[config.mk]
export PLATFORM = sky130hd
export DESIGN_NAME = stream_first_match_replace_flat
export DESIGN_NICKNAME = d
export VERILOG_FILES = /design/src/hdl/sfmr_pkg.sv /design/src/hdl/sfmr_in_if.sv /design/src/hdl/sfmr_out_if.sv /design/src/hdl/sfmr_cfg.sv /design/src/hdl/sfmr_match.sv /design/src/hdl/sfmr_out.sv /design/src/hdl/stream_first_match_replace.sv /design/src/flat_wrapper.sv
export SDC_FILE = /design/constraint.sdc
export NUM_CORES = 1
export LEC_CHECK = 0
export BUFFER_PORTS_ARGS = -buffer_cell sky130_fd_sc_hd__buf_2
export CELL_PAD_IN_SITES_DETAIL_PLACEMENT = 1
export CELL_PAD_IN_SITES_GLOBAL_PLACEMENT = 2
export CORE_MARGIN = 2
export CORE_UTILIZATION = 38
export DETAILED_ROUTE_END_ITERATION = 10
export PLACE_DENSITY_LB_ADDON = 0.1
export RECOVER_POWER = 50
export SYNTH_ARGS = -nofsm -noshare
export SYNTH_HDL_FRONTEND = slang
export SYNTH_SLANG_ARGS = --single-unit
[constraint.sdc]
create_clock -name i_clk -period 10.94 [get_ports i_clk]
set_input_delay 0.547 -clock i_clk [delete_from_list [all_inputs] [get_ports i_clk]]
set_output_delay 0.547 -clock i_clk [all_outputs]
set_load 0.05 [all_outputs]
[src/hdl/sfmr_pkg.sv]
`timescale 1ns / 1ps
// ----------------------------------------------------------------------------
// sfmr_pkg
// shared types and constants of the first-match replace stream block
// ----------------------------------------------------------------------------
package sfmr_pkg;

    // longest pattern the matcher compares
    localparam int unsigned PATTERN_MAX = 8;
    // longest replacement
    localparam int unsigned REPL_MAX    = 8;
    // apb address width: four 64-bit registers at 8*i
    localparam int unsigned CFG_AW      = 5;
    localparam int unsigned CFG_DW      = 64;

    typedef logic [7:0][7:0] t_bytes;

    typedef enum logic [1:0] {
        REG_PATTERN_BYTES      = 2'd0,
        REG_PATTERN_LENGTH     = 2'd1,
        REG_REPLACEMENT_BYTES  = 2'd2,
        REG_REPLACEMENT_LENGTH = 2'd3
    } t_reg_idx;

    // configuration seen by the datapath
    typedef struct packed {
        t_bytes     pattern;
        logic [3:0] pattern_len;
        t_bytes     repl;
        logic [3:0] repl_len;
        logic       clear_held;
    } t_cfg;

    // matcher result
    typedef struct packed {
        logic [3:0] held;
        logic [3:0] shift;
        logic       hit;
    } t_match;

    // result list of one input word, handed to the output stage
    typedef struct packed {
        logic       vld;
        t_bytes     base;
        logic [3:0] base_cnt;
        logic [7:0] ch;
        logic [3:0] cnt;
        logic       line_end;
    } t_load;

endpackage

[src/hdl/sfmr_in_if.sv]
`timescale 1ns / 1ps
// ----------------------------------------------------------------------------
// sfmr_in_if
// input word channel: one byte of a line with its end marker
// ----------------------------------------------------------------------------
interface sfmr_in_if;
    logic       valid;
    logic       ready;
    logic [7:0] char_in;
    logic       line_end;

    modport source (output valid, output char_in, output line_end, input ready);
    modport sink   (input valid, input char_in, input line_end, output ready);
endinterface

[src/hdl/sfmr_out_if.sv]
`timescale 1ns / 1ps
// ----------------------------------------------------------------------------
// sfmr_out_if
// output word channel: one byte of the edited line with its end marker
// ----------------------------------------------------------------------------
interface sfmr_out_if;
    logic       valid;
    logic       ready;
    logic [7:0] char_out;
    logic       line_done;

    modport source (output valid, output char_out, output line_done, input ready);
    modport sink   (input valid, input char_out, input line_done, output ready);
endinterface

[src/hdl/sfmr_cfg.sv]
`timescale 1ns / 1ps
// ----------------------------------------------------------------------------
// sfmr_cfg
// apb register file holding pattern and replacement
// ----------------------------------------------------------------------------
module sfmr_cfg (
    input  logic                          i_clk,
    input  logic                          i_rst_n,
    input  logic                          psel,
    input  logic                          penable,
    input  logic                          pwrite,
    input  logic [sfmr_pkg::CFG_AW-1:0]   paddr,
    input  logic [sfmr_pkg::CFG_DW-1:0]   pwdata,
    output logic [sfmr_pkg::CFG_DW-1:0]   prdata,
    output logic                          pready,
    output sfmr_pkg::t_cfg                o_cfg
);

    logic [63:0]         r_pattern;
    logic [3:0]          r_pattern_len;
    logic [63:0]         r_repl;
    logic [3:0]          r_repl_len;
    logic                wr_en;
    sfmr_pkg::t_reg_idx  reg_idx;

    assign pready  = 1'b1;
    assign wr_en   = psel && penable && pwrite;
    assign reg_idx = sfmr_pkg::t_reg_idx'(paddr[4:3]);

    always_ff @(posedge i_clk) begin
        if (!i_rst_n) begin
            r_pattern     <= '0;
            r_pattern_len <= '0;
            r_repl        <= '0;
            r_repl_len    <= '0;
        end else if (wr_en) begin
            unique case (reg_idx)
                sfmr_pkg::REG_PATTERN_BYTES:      r_pattern     <= pwdata;
                sfmr_pkg::REG_PATTERN_LENGTH:     r_pattern_len <= pwdata[3:0];
                sfmr_pkg::REG_REPLACEMENT_BYTES:  r_repl        <= pwdata;
                sfmr_pkg::REG_REPLACEMENT_LENGTH: r_repl_len    <= pwdata[3:0];
                default: ;
            endcase
        end
    end

    always_comb begin
        unique case (reg_idx)
            sfmr_pkg::REG_PATTERN_BYTES:      prdata = r_pattern;
            sfmr_pkg::REG_PATTERN_LENGTH:     prdata = {60'd0, r_pattern_len};
            sfmr_pkg::REG_REPLACEMENT_BYTES:  prdata = r_repl;
            sfmr_pkg::REG_REPLACEMENT_LENGTH: prdata = {60'd0, r_repl_len};
            default:                          prdata = '0;
        endcase
    end

    // a pattern write drops any held partial match
    assign o_cfg.pattern     = r_pattern;
    assign o_cfg.pattern_len = r_pattern_len;
    assign o_cfg.repl        = r_repl;
    assign o_cfg.repl_len    = r_repl_len;
    assign o_cfg.clear_held  = wr_en && ((reg_idx == sfmr_pkg::REG_PATTERN_BYTES) ||
                                         (reg_idx == sfmr_pkg::REG_PATTERN_LENGTH));

endmodule

[src/hdl/sfmr_match.sv]
`timescale 1ns / 1ps
// ----------------------------------------------------------------------------
// sfmr_match
// leftmost-first rescan of held prefix plus new byte against the pattern
// ----------------------------------------------------------------------------
module sfmr_match (
    input  logic [7:0]        i_char,
    input  logic [3:0]        i_held,
    input  logic [3:0]        i_plen,
    input  sfmr_pkg::t_bytes  i_pattern,
    output sfmr_pkg::t_match  o_match
);

    logic [7:0] win [8];
    logic [7:0] ok;
    logic [2:0] held;
    logic [3:0] len;
    logic [3:0] shift;
    logic       found;

    // held bytes are pattern bytes, the new byte sits right after them
    assign held = (i_held >= i_plen) ? 3'd0 : i_held[2:0];
    assign len  = {1'b0, held} + 4'd1;

    always_comb begin
        for (int p = 0; p < 8; p++) begin
            win[p] = (3'(p) < held) ? i_pattern[p] : i_char;
        end
    end

    // ok[s]: window starting at s agrees with the pattern as far as both go
    always_comb begin
        for (int s = 0; s < 8; s++) begin
            ok[s] = 1'b1;
            for (int i = 0; i < 8; i++) begin
                if ((s + i < 8) && (4'(s + i) < len) && (4'(i) < i_plen) &&
                    (win[(s + i) % 8] != i_pattern[i])) begin
                    ok[s] = 1'b0;
                end
            end
        end
    end

    always_comb begin
        found = 1'b0;
        shift = len;
        for (int s = 0; s < 8; s++) begin
            if (!found && (4'(s) < len) && ok[s]) begin
                shift = 4'(s);
                found = 1'b1;
            end
        end
    end

    assign o_match.held  = {1'b0, held};
    assign o_match.shift = shift;
    assign o_match.hit   = (shift == 4'd0) && (len == i_plen);

endmodule

[src/hdl/sfmr_out.sv]
`timescale 1ns / 1ps
// ----------------------------------------------------------------------------
// sfmr_out
// result register that plays out the result list of one word byte by byte
// ----------------------------------------------------------------------------
module sfmr_out (
    input  logic                  i_clk,
    input  logic                  i_rst_n,
    input  sfmr_pkg::t_load       i_load,
    output logic                  o_free,
    sfmr_out_if.source            o_line
);

    logic              r_vld;
    sfmr_pkg::t_bytes  r_base;
    logic [3:0]        r_base_cnt;
    logic [7:0]        r_ch;
    logic [3:0]        r_cnt;
    logic              r_line_end;
    logic [3:0]        r_idx;
    logic              last;
    logic              take;

    assign last   = (r_idx == (r_cnt - 4'd1));
    assign take   = r_vld && o_line.ready;
    assign o_free = !r_vld || (take && last);

    always_ff @(posedge i_clk) begin
        if (!i_rst_n) begin
            r_vld <= 1'b0;
            r_idx <= '0;
        end else if (o_free) begin
            r_vld <= i_load.vld;
            r_idx <= '0;
        end else if (take) begin
            r_idx <= r_idx + 4'd1;
        end
    end

    always_ff @(posedge i_clk) begin
        if (o_free && i_load.vld) begin
            r_base     <= i_load.base;
            r_base_cnt <= i_load.base_cnt;
            r_ch       <= i_load.ch;
            r_cnt      <= i_load.cnt;
            r_line_end <= i_load.line_end;
        end
    end

    assign o_line.valid     = r_vld;
    assign o_line.char_out  = (r_idx < r_base_cnt) ? r_base[r_idx[2:0]] : r_ch;
    assign o_line.line_done = r_line_end && last;

endmodule

[src/hdl/stream_first_match_replace.sv]
`timescale 1ns / 1ps
// ----------------------------------------------------------------------------
// stream_first_match_replace
// replaces the first occurrence of a pattern in each streamed line
// ----------------------------------------------------------------------------
// Takes one byte of a line per word and replaces the first occurrence of the
// configured pattern (up to 8 bytes) with the replacement (up to 8 bytes),
// once per line. Bytes that could still start the pattern are held back and
// released leftmost-first on a mismatch; an empty pattern inserts the
// replacement before the first byte. Only the first LINE_BUFFER-1 bytes of a
// line are kept. A line that ends with nothing to show gives one word with
// char_out 0 and line_done set. Rate: an input word is taken every cycle as
// long as each word yields at most one output word and the output side is
// ready; a word that yields n output words (up to 9, from a replacement or a
// release of held bytes) holds the output register until all n are taken,
// and the input side stalls behind it after one word of buffering. A word
// passes the input register, then the result register. Write the
// configuration registers only while no line bytes are in flight.
// ----------------------------------------------------------------------------
module stream_first_match_replace #(
    parameter int unsigned LINE_BUFFER = 1024
) (
    input  logic                          i_clk,
    input  logic                          i_rst_n,
    sfmr_in_if.sink                       i_line,
    sfmr_out_if.source                    o_line,
    input  logic                          psel,
    input  logic                          penable,
    input  logic                          pwrite,
    input  logic [sfmr_pkg::CFG_AW-1:0]   paddr,
    input  logic [sfmr_pkg::CFG_DW-1:0]   pwdata,
    output logic [sfmr_pkg::CFG_DW-1:0]   prdata,
    output logic                          pready
);

    localparam int unsigned SEEN_W = (LINE_BUFFER > 2) ? $clog2(LINE_BUFFER) : 1;

    sfmr_pkg::t_cfg    cfg;
    sfmr_pkg::t_match  match;
    sfmr_pkg::t_load   load;
    logic              out_free;

    // input register
    logic              r_a_vld;
    logic [7:0]        r_a_char;
    logic              r_a_end;
    logic              a_take;

    // line state
    logic [3:0]        r_held;
    logic              r_replaced;
    logic [SEEN_W-1:0] r_seen;
    logic [3:0]        n_held;
    logic              n_replaced;
    logic [SEEN_W-1:0] n_seen;

    // effective lengths and result list of the word in the input register
    logic [3:0]        plen;
    logic [3:0]        rlen;
    logic              keep;
    logic [3:0]        len;
    sfmr_pkg::t_bytes  base;
    logic [3:0]        base_cnt;
    logic [7:0]        ch;
    logic [3:0]        cnt;

    sfmr_cfg u_cfg (
        .i_clk   (i_clk),
        .i_rst_n (i_rst_n),
        .psel    (psel),
        .penable (penable),
        .pwrite  (pwrite),
        .paddr   (paddr),
        .pwdata  (pwdata),
        .prdata  (prdata),
        .pready  (pready),
        .o_cfg   (cfg)
    );

    // oversized lengths saturate
    assign plen = (cfg.pattern_len > 4'(sfmr_pkg::PATTERN_MAX)) ?
                  4'(sfmr_pkg::PATTERN_MAX) : cfg.pattern_len;
    assign rlen = (cfg.repl_len > 4'(sfmr_pkg::REPL_MAX)) ?
                  4'(sfmr_pkg::REPL_MAX) : cfg.repl_len;

    sfmr_match u_match (
        .i_char    (r_a_char),
        .i_held    (r_held),
        .i_plen    (plen),
        .i_pattern (cfg.pattern),
        .o_match   (match)
    );

    assign keep = (r_seen < SEEN_W'(LINE_BUFFER - 1));
    assign len  = match.held + 4'd1;

    // result list: base[0 .. base_cnt-1], then ch, cut to cnt words
    always_comb begin
        base       = cfg.pattern;
        base_cnt   = (r_held > 4'd8) ? 4'd8 : r_held;
        ch         = r_a_char;
        cnt        = base_cnt;
        n_held     = '0;
        n_replaced = r_replaced;
        n_seen     = r_seen;
        if (keep) begin
            n_seen = r_seen + SEEN_W'(1);
            if (r_replaced) begin
                // already replaced: pass through
                base_cnt = '0;
                cnt      = 4'd1;
                n_held   = r_held;
            end else if (plen == 4'd0) begin
                // empty pattern: insert replacement before this byte
                base       = cfg.repl;
                base_cnt   = rlen;
                cnt        = rlen + 4'd1;
                n_replaced = 1'b1;
            end else if (match.hit) begin
                base       = cfg.repl;
                base_cnt   = rlen;
                cnt        = rlen;
                n_replaced = 1'b1;
            end else begin
                // release bytes before the surviving prefix, at line end all
                base     = cfg.pattern;
                base_cnt = match.held;
                cnt      = r_a_end ? len : match.shift;
                n_held   = r_a_end ? 4'd0 : (len - match.shift);
            end
        end
        if (r_a_end) begin
            n_held     = '0;
            n_replaced = 1'b0;
            n_seen     = '0;
            if (cnt == 4'd0) begin
                // end marker with no byte
                base_cnt = '0;
                ch       = 8'd0;
                cnt      = 4'd1;
            end
        end
    end

    // a word with no results leaves without waiting for the output stage
    assign a_take        = r_a_vld && ((cnt == 4'd0) || out_free);
    assign i_line.ready  = !r_a_vld || a_take;

    assign load.vld      = r_a_vld && (cnt != 4'd0);
    assign load.base     = base;
    assign load.base_cnt = base_cnt;
    assign load.ch       = ch;
    assign load.cnt      = cnt;
    assign load.line_end = r_a_end;

    always_ff @(posedge i_clk) begin
        if (!i_rst_n) begin
            r_a_vld <= 1'b0;
        end else if (i_line.ready) begin
            r_a_vld <= i_line.valid;
        end
    end

    always_ff @(posedge i_clk) begin
        if (i_line.valid && i_line.ready) begin
            r_a_char <= i_line.char_in;
            r_a_end  <= i_line.line_end;
        end
    end

    always_ff @(posedge i_clk) begin
        if (!i_rst_n) begin
            r_held     <= '0;
            r_replaced <= 1'b0;
            r_seen     <= '0;
        end else begin
            if (a_take) begin
                r_held     <= n_held;
                r_replaced <= n_replaced;
                r_seen     <= n_seen;
            end
            // the user must write the pattern only while idle; the block does not enforce it
            if (cfg.clear_held) begin
                r_held <= '0;
            end
        end
    end

    sfmr_out u_out (
        .i_clk   (i_clk),
        .i_rst_n (i_rst_n),
        .i_load  (load),
        .o_free  (out_free),
        .o_line  (o_line)
    );

endmodule
[src/flat_wrapper.sv]
// flat-port wrapper written by rule: the top's interface ports become plain ports
module stream_first_match_replace_flat 
#(
    parameter int unsigned LINE_BUFFER = 1024
)
  (i_clk, i_rst_n, psel, penable, pwrite, paddr, pwdata, prdata, pready, i_line_valid, i_line_char_in, i_line_line_end, i_line_ready, o_line_valid, o_line_char_out, o_line_line_done, o_line_ready);
  sfmr_in_if i_line_i ();
  sfmr_out_if o_line_i ();
  input  logic i_clk;
  input  logic i_rst_n;
  input  logic psel;
  input  logic penable;
  input  logic pwrite;
  input  logic [sfmr_pkg::CFG_AW-1:0] paddr;
  input  logic [sfmr_pkg::CFG_DW-1:0] pwdata;
  output logic [sfmr_pkg::CFG_DW-1:0] prdata;
  output logic pready;
  input wire logic [$bits(i_line_i.valid)-1:0] i_line_valid;
  input wire logic [$bits(i_line_i.char_in)-1:0] i_line_char_in;
  input wire logic [$bits(i_line_i.line_end)-1:0] i_line_line_end;
  output wire logic [$bits(i_line_i.ready)-1:0] i_line_ready;
  output wire logic [$bits(o_line_i.valid)-1:0] o_line_valid;
  output wire logic [$bits(o_line_i.char_out)-1:0] o_line_char_out;
  output wire logic [$bits(o_line_i.line_done)-1:0] o_line_line_done;
  input wire logic [$bits(o_line_i.ready)-1:0] o_line_ready;
  assign i_line_i.valid = i_line_valid;
  assign i_line_i.char_in = i_line_char_in;
  assign i_line_i.line_end = i_line_line_end;
  assign i_line_ready = i_line_i.ready;
  assign o_line_valid = o_line_i.valid;
  assign o_line_char_out = o_line_i.char_out;
  assign o_line_line_done = o_line_i.line_done;
  assign o_line_i.ready = o_line_ready;
  stream_first_match_replace #(.LINE_BUFFER(LINE_BUFFER)) u_core (.i_clk(i_clk), .i_rst_n(i_rst_n), .i_line(i_line_i), .o_line(o_line_i), .psel(psel), .penable(penable), .pwrite(pwrite), .paddr(paddr), .pwdata(pwdata), .prdata(prdata), .pready(pready));
endmodule
==> results.sh, run 1 <==
export IMPL_dieWidth_um=210
export IMPL_via_per_inst=5.78
export IMPL_antenna_violating_nets_post_route=0
export IMPL_cts_clk_slew_worst_paths_ps=70
export IMPL_io_buffers=156
export IMPL_arrival_ps=8040
export IMPL_min_period_over_period_pct=71.6
export IMPL_crit_family="simple AND/OR/NAND/NOR gates"
export IMPL_synthDistinctLibCells=83
export IMPL_postCtsResizedCells=0
export IMPL_root_buffer="clkbuf_16"
export IMPL_core_area_um2=42000
export IMPL_required_ps=11140
export IMPL_fmax_mhz=128
export IMPL_vias=14000
export IMPL_crit_fanout=64
export IMPL_syn_instance_count=1801
export IMPL_setup_tns_ps=0
export IMPL_postCtsHoldBufs=0
export IMPL_drtPass1Iterations=5
export IMPL_overflow=0
export IMPL_routedWlPerCell_um=26.2
export IMPL_grt_pass1_wl_mm=93.8
export IMPL_setup_viol=0
export IMPL_slew_headroom_pct=-127
export IMPL_clkLatencyLatePin_ps=610
export IMPL_netlist_top_cell_by_area="dfxtp_1"
export IMPL_ys_seq_elements=247
export IMPL_globalplace_congestion=0.898
export IMPL_h_tree_depth=1
export IMPL_hold_class="in2reg"
export IMPL_drive_above_1_share_pct=15.1
export IMPL_power_density_nw_per_um2=123
export IMPL_synth_nets=1905
export IMPL_critPathSlowestCell="dfxtp_1"
export IMPL_fill_cells=4890
export IMPL_nets=1956
export IMPL_rows=75
export IMPL_slowest_delay_ps=860
export IMPL_chipHeight_um=210
export IMPL_cts_made_buffers=30
export IMPL_synth_area_per_cell_um2=9.00
export IMPL_maxSlewViolCount=280
export IMPL_wirelength_mm=63.4
export IMPL_drt_iter0_drc=1030
export IMPL_peakVddDrop_uv=112
export IMPL_yosysWarnings=0
export IMPL_fin_skew_ps=39.5
export IMPL_grt_pass1_vias=14300
export IMPL_drc=0
export IMPL_cap_viol_max_count=7
export IMPL_netlist_area_um2=16200
export IMPL_violations="max-capacitance violations, max-slew violations"
export IMPL_synth_top_cells_by_area="dfxtp_1 (19%), edfxtp_1 (17%), nand2_1 (7.4%), xor2_1 (7.1%), a21boi_0 (6.3%)"
export IMPL_rsz0062_at_grt="false"
export IMPL_crit_type="reg2reg"
export IMPL_grt_max_degree=90
export IMPL_cts_sinks=247
export IMPL_status="finished, violations left"
export IMPL_synth_edf_count=90
export IMPL_cp_start_kind="flop"
export IMPL_async_flop_share_pct=0
export IMPL_die_area_um2=44300
export IMPL_synthToLayoutAreaGrowth_pct=11.3
export IMPL_hold_viol=0
export IMPL_clk_path_buf_depth=3
export IMPL_insertedDiodeCount=0
export IMPL_io_pins=161
export IMPL_synth_top_area_share_pct=19.4
export IMPL_critPathBufInv=2
export IMPL_cts_tree="built"
export IMPL_place_hpwl_mm=43.9
export IMPL_power_leakage_nw=7.09
export IMPL_worst_setup_path_end_kind="flop"
export IMPL_path_cells="ha_1 -> o211ai_2 -> o21a_1 -> and2_1 -> ha_1 -> inv_1 -> a21oi_1 -> mux2i_1 -> and4b_1 -> a211o_1 -> nor3_1 -> nand2_1 -> o311a_4 -> or4_1 -> a221oi_1 -> a21o_1 -> or4_1 -> and2_1 -> nor2b_4 -> buf_4"
export IMPL_ys_flop_type="dfxtp_1"
export IMPL_totalPowerFinal_mw=2.22
export IMPL_r2r_slack_ps=3100
export IMPL_finalCriticalPeriod_ps=7840
export IMPL_gr_usage_all_layers_pct=28.3
export IMPL_start_util_pct=38.5
export IMPL_postCtsSetupBuffers=0
export IMPL_worstMarginPinSlew_ps=3410
export IMPL_seq_area_frac_synth_pct=36.1
export IMPL_antenna_found_initial=1
==> stage by stage <==
stage	hold WS [ps]	instances	setup slack (ps)	utilization, %	cell area [µm²]
2_1_floorplan	440	1801	1770	-	16200
3_3_place_gp	458	2359	3280	40.8	17200
3_5_place_dp	470	2359	3180	40.8	17200
5_1_grt	101	2415	2620	42.9	18000
4_1_cts	86.9	2415	3150	43.1	18100
6_report	109	2415	3100	42.9	18000
==> kinds of logic (layout without fill, tap and decap cells) <==
logic type / count (synthesis) / after routing / share of synthesized area (%)
buffers and inverters: 192 / 267 / 5.09
AND/OR/NAND/NOR: 626 / 626 / 17.7
adder cells (fa/ha/maj): 19 / 19 / 1.51
AO/OA/AOI/OAI: 309 / 309 / 14.1
XOR/XNOR: 228 / 228 / 12.3
other: 1 / 1 / 0.0231
flip-flops: 247 / 247 / 36.1
multiplexers: 179 / 179 / 13.2
==> cell usage after synthesis, drive strengths merged, types with 7 or more instances <==
master / number
nand2: 321
a21boi: 138
xnor2: 96
nor2b: 9
and2: 21
buf: 63
edfxtp: 90
o21a: 9
ha: 18
a211o: 7
o211ai: 11
nand4: 31
nor4: 32
mux2i: 86
o21ai: 26
a21oi: 45
inv: 29
nand2b: 8
dfxtp: 157
nand3: 23
mux4: 20
nor2: 108
clkbuf: 100
xor2: 132
or4: 15
nor3: 20
o31ai: 7
or2: 8
or3: 11
mux2: 73
and3: 10
==> final timing paths <==
check,cells after the start,to,startpoint
max,20,u_core.u_out.r_ch[4],u_core.r_held[1]
min,1,u_core.r_a_char[7],i_line_char_in[7]
max reg2reg,20,u_core.u_out.r_ch[4],u_core.r_held[1]
min reg2reg,2,u_core.r_seen[5],u_core.r_seen[5]
==> report_power, final <==
part	switching [mW]	internal, mW	total (mW)
Clock	0.423	0.565	0.988
Combinational	0.138	0.0862	0.224
Sequential	0.0365	0.976	1.01
==> sequential cells by signal, indices dropped and copies added (netlist names), 8 cells and up <==
register                count
u_core.u_cfg.r_pattern     64
u_core.u_cfg.r_repl        64
u_core.u_out.r_base        64
u_core.r_seen              10
u_core.r_a_char             8
u_core.u_out.r_ch           8
==> layer usage <==
layer	track usage, %	share of wire (%)	wire length [µm]
met4	10.4	3.9	2490
met2	46.0	45	28700
met3	3.58	5.3	3360
met5	0	0	0
met1	38.8	45	28800
==> cell type report <==
cell class	instances	area (µm²)	area share [%]
multi-input cells	1362	9550	53.0
inverters	29	109	0.604
well taps	539	674	3.74
clock buffers	45	858	4.76
repair buffers	182	893	4.95
clock inverters	11	103	0.569
flip-flops and latches	247	5850	32.4
==> cell usage in the layout (no fill, tap or decap), types with 32 or more instances in the layout <==
cell and instances:
a21boi_0 135, a21oi_1 44, buf_2 99, clkbuf_1 71
dfxtp_1 157, edfxtp_1 90, mux2_2 70, mux2i_1 86
nand2_1 319, nor2_1 108, nor4_1 32, xnor2_1 96
xor2_1 132
No activity file was read; power rests on OpenSTA's default activity.
==> run 2: changes to the inputs <==
--- a/config.mk
+++ b/config.mk
@@ -9,7 +9,7 @@
 export CELL_PAD_IN_SITES_DETAIL_PLACEMENT = 1
 export CELL_PAD_IN_SITES_GLOBAL_PLACEMENT = 2
 export CORE_MARGIN = 2
-export CORE_UTILIZATION = 38
+export CORE_UTILIZATION = 34
 export DETAILED_ROUTE_END_ITERATION = 10
 export PLACE_DENSITY_LB_ADDON = 0.1
 export RECOVER_POWER = 50
==> constraint.sdc (replaced) <==
create_clock -name i_clk -period 6.51 [get_ports i_clk]
set_input_delay 0.3255 -clock i_clk [delete_from_list [all_inputs] [get_ports i_clk]]
set_output_delay 0.3255 -clock i_clk [all_outputs]
set_load 0.05 [all_outputs]
==> results.sh, run 2 (same netlist as run 1, synthesis figures left out) <==
export IMPL_status="finished, violations left"
export IMPL_violations="max-capacitance violations, max-slew violations"
export IMPL_crit_fanout=11
export IMPL_crit_family="compound AO/OA/AOI/OAI gates"
export IMPL_grt_max_degree=88
export IMPL_critPathSlowestCell="or4_4"
export IMPL_synthToLayoutAreaGrowth_pct=20.2
export IMPL_arrival_ps=5910
export IMPL_wl_met3_mm=3.26
export IMPL_dr_max_layer_used="met4"
export IMPL_worst_slack_ps=271
export IMPL_totalPowerFinal_mw=3.89
export IMPL_fill_cells=5440
export IMPL_vias=14300
export IMPL_path_cells="inv_1 -> nand2_1 -> ha_1 -> o211ai_4 -> o21a_1 -> and2_2 -> ha_1 -> inv_2 -> a21oi_1 -> mux2_4 -> a31o_2 -> a211o_1 -> o311a_1 -> o311a_4 -> or4_4 -> mux2_4 -> a21o_1 -> or4_1 -> and2_1 -> nand2_1 -> buf_4"
export IMPL_setup_tns_ps=0
export IMPL_antenna_violating_nets_post_route=0
export IMPL_routedWlPerCell_um=25.3
export IMPL_worstMarginPinSlew_ps=3160
export IMPL_fin_skew_ps=18.6
export IMPL_crit_cells=21
export IMPL_clk_path_buf_depth=3
export IMPL_power_density_nw_per_um2=200
export IMPL_worst_setup_path_end_kind="output port"
export IMPL_hold_class="in2reg"
export IMPL_critPathBufInv=3
export IMPL_hold_depth=3
export IMPL_grt_pass1_wl_mm=99.2
export IMPL_drive_above_1_share_pct=19.3
export IMPL_overflow=0
export IMPL_via_per_inst=5.46
export IMPL_cts_tree="built"
export IMPL_drtPass1Iterations=5
export IMPL_cp_start_kind="flop"
export IMPL_wl_met2_mm=30.7
export IMPL_setup_viol=0
export IMPL_globalplace_congestion=0.919
export IMPL_dieWidth_um=222
export IMPL_cts_made_buffers=30
export IMPL_biggestRegsByFlops="u_core.u_cfg.r_pattern: 64 flops, u_core.u_cfg.r_repl: 64 flops, u_core.u_out.r_base: 64 flops"
export IMPL_hold_viol=0
export IMPL_io_pins=161
export IMPL_peakVddDrop_uv=187
export IMPL_final_cell_mix="nand2_1 (318), dfxtp_1 (155), a21boi_0 (135)"
export IMPL_finalCriticalPeriod_ps=6240
export IMPL_gr_usage_all_layers_pct=26.5
export IMPL_grt_pass1_vias=15100
export IMPL_cts_clk_slew_worst_paths_ps=60
export IMPL_rows=79
export IMPL_rr_worst_depth=21
export IMPL_final_common_cell="nand2_1"
export IMPL_slew_headroom_pct=-111
export IMPL_core_area_um2=46800
export IMPL_wirelength_mm=66.1
export IMPL_drt_iter0_drc=832
export IMPL_pre_cts_ws_ps=170
export IMPL_start_util_pct=34.7
export IMPL_h_tree_depth=1
export IMPL_final_area_um2=19500
export IMPL_required_ps=6180
export IMPL_root_buffer="clkbuf_16"
export IMPL_crit_type="reg2out"
export IMPL_nets=2086
export IMPL_die_area_um2=49400
export IMPL_drt_met1_wl_mm=30.1
export IMPL_power_leakage_nw=7.80
export IMPL_maxSlewViolCount=138
export IMPL_chipHeight_um=222
export IMPL_dpl_cell_area_um2=17800
export IMPL_cts_sinks=247
export IMPL_io_buffers=156
export IMPL_clkLatencyLatePin_ps=590
export IMPL_place_hpwl_mm=46.7
export IMPL_drc=0
export IMPL_fmax_mhz=160
export IMPL_insertedDiodeCount=0
export IMPL_min_period_over_period_pct=95.8
export IMPL_slowest_delay_ps=520
export IMPL_antenna_found_initial=0
export IMPL_cap_viol_max_count=3
[run 2: cell types whose count changed in the layout (fill, tap and decap cells not counted), sizes merged]
| cell | change |
|---|---|
| clkinvlp | +3 |
| inv | -1 |
| bufinv | +2 |
| buf | +77 |
| clkbuf | -4 |
| dlygate4sd3 | +53 |
[run 2: timing repair]
action / in CTS / in global routing
setup endpoints to repair: 1 / 1
resized for setup: 4 / 14
setup buffers: 7 / 6
gates cloned: 0 / 0
hold buffers: 53 / 0
pin swaps: 1 / 1
hold endpoints to repair: 77 / 0
[run 2: layout make-up]
type | instances | area (µm²) | share of cell area [%]
flip-flops and latches | 247 | 5850 | 30.0
well taps | 607 | 759 | 3.90
clock inverters | 15 | 165 | 0.848
clock buffers | 41 | 862 | 4.43
multi-input cells | 1362 | 9610 | 49.4
inverters | 29 | 109 | 0.559
repair buffers | 312 | 2120 | 10.9
[run 2: layer usage]
metal  track usage (%)  vias to the layer above
met3              3.64                      101
met4              8.50                        0
met2              43.8                      403
met5                 0                        -
met1              35.8                     7152
li1                  -                     6619
[run 2: final timing paths]
path,start,end,slack (ps)
setup / recovery,u_core.u_cfg.r_pattern_len[3],i_line_ready,270
hold / removal,pwdata[46],u_core.u_cfg.r_repl[46],20
setup reg to reg,u_core.u_cfg.r_pattern_len[3],u_core.u_out.r_base[11],710
hold reg to reg,u_core.u_cfg.r_pattern[34],u_core.u_cfg.r_pattern[34],470
[run 2: where the power goes]
part           internal (mW)  switching, mW  total, mW
clock network           1.04          0.712       1.75
registers               1.64         0.0383       1.68
logic                  0.189          0.271      0.461
total                   2.87           1.02       3.89
[run 2: worst min-delay path, delay by kind of cell]
family	cells	cell delay (ps)
AO/OA/AOI/OAI	1	60
buffers and inverters	1	120
AND/OR/NAND/NOR	1	50
[run 2: per-stage QoR]
step / hold slack [ps] / cells / utilization [%]
3_5_place_dp: 464 / 2491 / 38.1
5_1_grt: 15.5 / 2613 / 41.6
2_1_floorplan: 424 / 1801 / -
4_1_cts: 0.345 / 2607 / 41.6
6_report: 25.0 / 2613 / 41.6
3_3_place_gp: 450 / 2491 / 38.1
